**src/rtl/kmnc_pkg.sv**
```systemverilog
// kmnc_pkg: shared constants, types and state codes for the k-means core.
// No dependencies.
package kmnc_pkg;
  localparam int MAX_CENTERS = 16;
  localparam int MAX_DIM     = 16;
  localparam int COORD_WIDTH = 16;
  localparam int CW  = (MAX_CENTERS > 1) ? $clog2(MAX_CENTERS) : 1;
  localparam int DW  = (MAX_DIM > 1) ? $clog2(MAX_DIM) : 1;
  localparam int SUM_W = 36;
  localparam int CNT_W = 20;
  localparam int DIST_W = 38;
  localparam int SUMS_DEPTH = MAX_CENTERS * MAX_DIM;
  localparam int SA_W = CW + DW;
  localparam logic [4:0] NO_CENTER_CODE = 5'd16;
  localparam logic CMD_SEED = 1'b0;
  localparam logic CMD_ASSIGN = 1'b1;
  localparam logic CFG_CENTERS = 1'b0;
  localparam logic CFG_DIMS = 1'b1;

  typedef struct packed {
    logic                          cmd;
    logic signed [COORD_WIDTH-1:0] coord;
    logic                          last;
    logic [4:0]                    given_center;
  } in_beat_t;

  typedef struct packed {
    logic [3:0]        center;
    logic [DIST_W-1:0] sq_distance;
    logic              moved;
    logic              no_center;
  } out_beat_t;

  typedef enum logic [3:0] {
    S_IDLE, S_CLEAR, S_SRCH_RD, S_SRCH_DIV, S_SRCH_ACC, S_DECIDE,
    S_UPD_RD, S_UPD_WR, S_OUT, S_CAND_END, S_MOVE
  } state_t;

  typedef struct packed {
    logic clr_start;
    logic clr_step;
    logic capture;
    logic srch_init;
    logic rd_sum;
    logic div_start;
    logic acc_step;
    logic cand_done;
    logic upd_init;
    logic upd_rd;
    logic upd_wr;
    logic upd_sel_new;
    logic out_load;
  } cmd_t;

  typedef struct packed {
    logic clr_done;
    logic div_busy;
    logic point_done;
    logic seed_ok;
    logic is_assign;
    logic cand_empty;
    logic dim_last;
    logic cand_last;
    logic found;
    logic do_remove;
    logic do_add;
    logic upd_dim_last;
  } stat_t;
endpackage

```
**src/rtl/kmnc_ctrl.sv**
```systemverilog
// kmnc_ctrl: sequencer for capture, clear sweep, search and table update.
// Depends on kmnc_pkg.
module kmnc_ctrl import kmnc_pkg::*; (
  input  logic  clk,
  input  logic  rst_n,
  input  logic  in_valid,
  output logic  in_ready,
  output logic  out_valid,
  input  logic  out_ready,
  input  stat_t stat,
  output cmd_t  cmd
);
  state_t state_r, state_nxt;
  logic   rm_pend_r, rm_pend_nxt;
  logic   clr_go_r;

  always_ff @(posedge clk) begin
    if (!rst_n) begin
      state_r <= S_CLEAR; rm_pend_r <= 1'b0; clr_go_r <= 1'b1;
    end else begin
      state_r <= state_nxt; rm_pend_r <= rm_pend_nxt; clr_go_r <= 1'b0;
    end
  end

  always_comb begin
    state_nxt = state_r; rm_pend_nxt = rm_pend_r; cmd = '0;
    in_ready = 1'b0; out_valid = 1'b0;
    case (state_r)
      S_CLEAR: begin
        if (clr_go_r) cmd.clr_start = 1'b1;
        else if (stat.clr_done) state_nxt = S_IDLE;
        else cmd.clr_step = 1'b1;
      end
      S_IDLE: begin
        in_ready = 1'b1;
        if (in_valid) begin
          cmd.capture = 1'b1;
          if (stat.point_done) state_nxt = S_DECIDE;
        end
      end
      S_DECIDE: begin
        // first pass here after capture: pick seed or search
        if (!stat.is_assign) begin
          if (!stat.seed_ok) state_nxt = S_IDLE;
          else if (stat.do_add) begin
            cmd.upd_init = 1'b1; cmd.upd_sel_new = 1'b1; state_nxt = S_UPD_RD;
          end else begin
            cmd.out_load = 1'b1; state_nxt = S_OUT;
          end
        end else begin
          cmd.srch_init = 1'b1; state_nxt = S_SRCH_RD;
        end
      end
      S_SRCH_RD: begin
        if (stat.cand_empty) begin
          cmd.cand_done = 1'b1;
          if (stat.cand_last) state_nxt = S_MOVE;
        end else state_nxt = S_SRCH_DIV;
      end
      S_SRCH_DIV: begin
        cmd.rd_sum = 1'b1; cmd.div_start = 1'b1; state_nxt = S_SRCH_ACC;
      end
      S_SRCH_ACC: begin
        if (!stat.div_busy) begin
          cmd.acc_step = 1'b1;
          if (stat.dim_last) state_nxt = S_CAND_END;
          else state_nxt = S_SRCH_RD;
        end
      end
      S_CAND_END: begin
        // distance of this candidate is complete
        cmd.cand_done = 1'b1;
        state_nxt = stat.cand_last ? S_MOVE : S_SRCH_RD;
      end
      S_MOVE: begin
        // search finished: start moves, or load the result if none is needed
        if (!stat.found) begin cmd.out_load = 1'b1; state_nxt = S_OUT; end
        else if (stat.do_remove) begin
          cmd.upd_init = 1'b1; rm_pend_nxt = 1'b1; state_nxt = S_UPD_RD;
        end else if (stat.do_add) begin
          cmd.upd_init = 1'b1; cmd.upd_sel_new = 1'b1; state_nxt = S_UPD_RD;
        end else begin cmd.out_load = 1'b1; state_nxt = S_OUT; end
      end
      S_UPD_RD: begin
        // read slot for the sum being updated
        cmd.upd_rd = 1'b1;
        state_nxt = S_UPD_WR;
      end
      S_UPD_WR: begin
        cmd.upd_wr = 1'b1;
        if (!stat.upd_dim_last) state_nxt = S_UPD_RD;
        else if (rm_pend_r && stat.do_add) begin
          rm_pend_nxt = 1'b0; cmd.upd_init = 1'b1; cmd.upd_sel_new = 1'b1;
          state_nxt = S_UPD_RD;
        end else begin
          rm_pend_nxt = 1'b0; cmd.out_load = 1'b1; state_nxt = S_OUT;
        end
      end
      S_OUT: begin
        out_valid = 1'b1;
        if (out_ready) state_nxt = S_IDLE;
      end
      default: state_nxt = S_IDLE;
    endcase
  end
endmodule

```
**config.mk**
```make
export PLATFORM = sky130hd
export DESIGN_NAME = kmnc_ctrl
export DESIGN_NICKNAME = d
export VERILOG_FILES = /design/src/rtl/kmnc_pkg.sv /design/src/rtl/kmnc_ctrl.sv
export SDC_FILE = /design/constraint.sdc
export NUM_CORES = 1
export LEC_CHECK = 0
export BUFFER_PORTS_ARGS = -buffer_cell sky130_fd_sc_hd__buf_2
export CAP_MARGIN = 20
export CORE_MARGIN = 8
export CORE_UTILIZATION = 42
export CTS_CLUSTER_DIAMETER = 30
export DETAILED_ROUTE_END_ITERATION = 10
export MAX_ROUTING_LAYER = met4
export PLACE_DENSITY_LB_ADDON = 0.3
export SYNTH_ARGS = -nofsm -noshare
export SYNTH_HDL_FRONTEND = slang
export SYNTH_SLANG_ARGS = --single-unit
```
**constraint.sdc**
```tcl
create_clock -name clk -period 1.55 [get_ports clk]
set_input_delay 0.155 -clock clk [delete_from_list [all_inputs] [get_ports clk]]
set_output_delay 0.155 -clock clk [all_outputs]
set_load 0.02 [all_outputs]
```
==> summary.txt <==
Clock skew = 3.39 ps
Core area = 1690 µm²
Post-synthesis cell count = 100
Xor/xnor share of the synthesized area = 0%
Initial antenna violation count = 0
Syn nets = 116
YS warnings = 0
Vias/cell = 5.93
Hpwl dp = 2.06 mm
Routed Antenna Nets = 0
Worst Path Max Fanout = 10
Fin crit period = 1750 ps
GRT Util Overall = 17.2%
Starting Density = 43.6%
CTS tree = built
Port bufs = 30
Overflow after GRT = 0
Cell Pwr Density = 412 nW/µm²
WL per Instance = 16.5 µm
Hold Slack = 125 ps
Synthesized area = 737 µm²
DRC violations left = 0
Vias in the first global route = 1017
Average size of a mapped cell = 7.37 µm²
I/O pin count = 31
Async SR Flop Fraction = 0%
Hold Crit Class = input port to register
EDFF count, synth = 0
Placed cell areas = 1010 µm²
Primary FF master, synth = dfxtp_1
Status = complete, but fails checks
Total number of vias = 979
Synth Register Bits = 6
Root buffer cell = clkbuf_4
Final GP Congestion = 0.896
Finished Cell Area = 1190 µm²
Worst path required time = 1390 ps
Layout area overhead = 61.1%
Compound-Gate Fraction of Synth Area = 28.2%
Post-Synth Adder-Cell Area = 0%
Hold_buf cts = 0
Max-cap violation count = 0
Unrepaired setup endpoints after global routing = yes
Final WS setup = -200 ps
Largest family of logic cells by synthesized area = simple AND/OR/NAND/NOR gates
Power Total = 0.489 mW
Die W = 57.9 µm
# diodes = 0
Row count = 15
Fin util = 70.3%
Area of the die = 3350 µm²
Skew-Pair Late Insertion Delay = 250 ps
Most common cell after layout, fill and taps aside = buf_4
CTS buffer count = 3
Peak VDD IR = 0.343 mV
Final Cycle Share = 113%
Initial DRC Count = 35
Unique cell type count in the Yosys netlist = 43
DRT Wirelength = 2.72 mm
Die Ht = 57.9 µm
Critical path class = register to output port
Setup WS pre-CTS = -14.4 ps
Deepest clock path buffer count = 2
Htree depth = 1
Fmax achieved = 0.572 GHz
Largest cells by area after synthesis = dfxtp_1 16%, nand2_1 6.6%, o221ai_2 4.1%, nor2_1 3.6%, nand4b_1 3.6%
Nets@finish = 166
TritonRoute pass-1 iters = 4
Tightest Pin Transition = 419 ps
Most frequent cells in the layout = 26 x buf_4, 18 x buf_2, 13 x nand2_1
Synth top area share = 16.3%
CP Data Arrival Time = 1590 ps
Setup crit end kind = output port
Failing checks = negative setup slack
Seq/Total Area, Yosys = 16.3%
Post-Synth Simple-Gate Area = 45.7%
Multiplexer share of the synthesized area = 0%
Global-route wire length before repair = 4.34 mm
Largest net degree at the start of global routing = 11
Clock sink count = 6
Cell taking the most area after synthesis = dfxtp_1
Slew Limit Fails = 0
Final hold vios = 0
Max-slew headroom = 72.1%
Final setup vio count = 10
Startpoint types = register
Clock slew at reported path FFs = 40 ps
Pleak = 0.535 nW
Layout cell share with drive strength beyond 1 = 54.7%
-- Yosys cell counts, drive strengths merged, types with 2 or more instances --
| cell | number |
|---|---|
| and3 | 3 |
| nor3 | 2 |
| nand2b | 3 |
| nand4 | 2 |
| buf | 6 |
| o221ai | 2 |
| o21ai | 6 |
| nand4b | 3 |
| and2 | 4 |
| inv | 4 |
| nand2 | 13 |
| clkbuf | 2 |
| a21oi | 4 |
| nor2 | 8 |
| nor4 | 2 |
| nor3b | 2 |
| nand3 | 3 |
| dfxtp | 6 |
| nor2b | 4 |
| a31oi | 2 |
-- report_power, final --
part           total [mW]  switching (mW)  leakage, nW  internal, mW
logic               0.179          0.0892        0.470        0.0901
registers           0.164         0.00701       0.0508         0.157
clock network       0.146          0.0581       0.0138        0.0877
total               0.489           0.154        0.535         0.334
-- layout make-up --
class	instances	area, µm²
multi-input combinational	82	603
fill	133	502
timing repair buffer	53	395
sequential	6	130
clock buffer	3	22.5
tap	17	21.3
inverter	4	15.0
-- what timing repair did --
action / 4_1_cts / 5_1_grt
hold endpoints to repair: 0 / 0
resized for setup: 23 / 16
pin swaps: 7 / 14
setup endpoints to repair: 14 / 17
gates cloned: 0 / 0
buffers inserted: 4 / 1
-- per-layer routing --
layer | share of wire (%) | track usage, % | vias to the layer above
met5 | 0 | - | -
met4 | 4.5 | 11.2 | 0
met3 | 5.7 | 7.28 | 12
met2 | 48 | 28.3 | 44
met1 | 42 | 16.1 | 456
li1 | - | - | 467
-- sequential cells by signal, indices dropped and copies added (netlist names) --
register and cells:
clr_go_r 1, state_r 4, rm_pend_r 1
-- cell families after synthesis --
family	count (synthesis)
simple gates	55
buf+inv	12
flops	6
compound gates	27
-- through the flow --
step | setup TNS, ps | std cells
floorplan | 0 | 100
global placement | -13.1 | 157
detailed placement | -14.4 | 157
CTS | -800 | 164
global route | -1730 | 165
finish | -943 | 165
-- worst max-delay path: stages (launching register included) --
cell      delay, ps
dfxtp_4         350
buf_12          120
buf_4           160
and4bb_2        240
buf_4           140
nand2_1          70
o221ai_2         90
buf_4           170
-- worst paths after layout --
check	startpoint	end	slack (ps)	depth (start not counted)
worst max-delay path	state_r[3]	cmd[0]	-200	7
worst min-delay path	rst_n	state_r[0]	130	2
worst max register to register	state_r[3]	state_r[3]	-120	9
worst min register to register	rm_pend_r	rm_pend_r	470	2
Note: power is estimated with default switching activity, not from simulation.
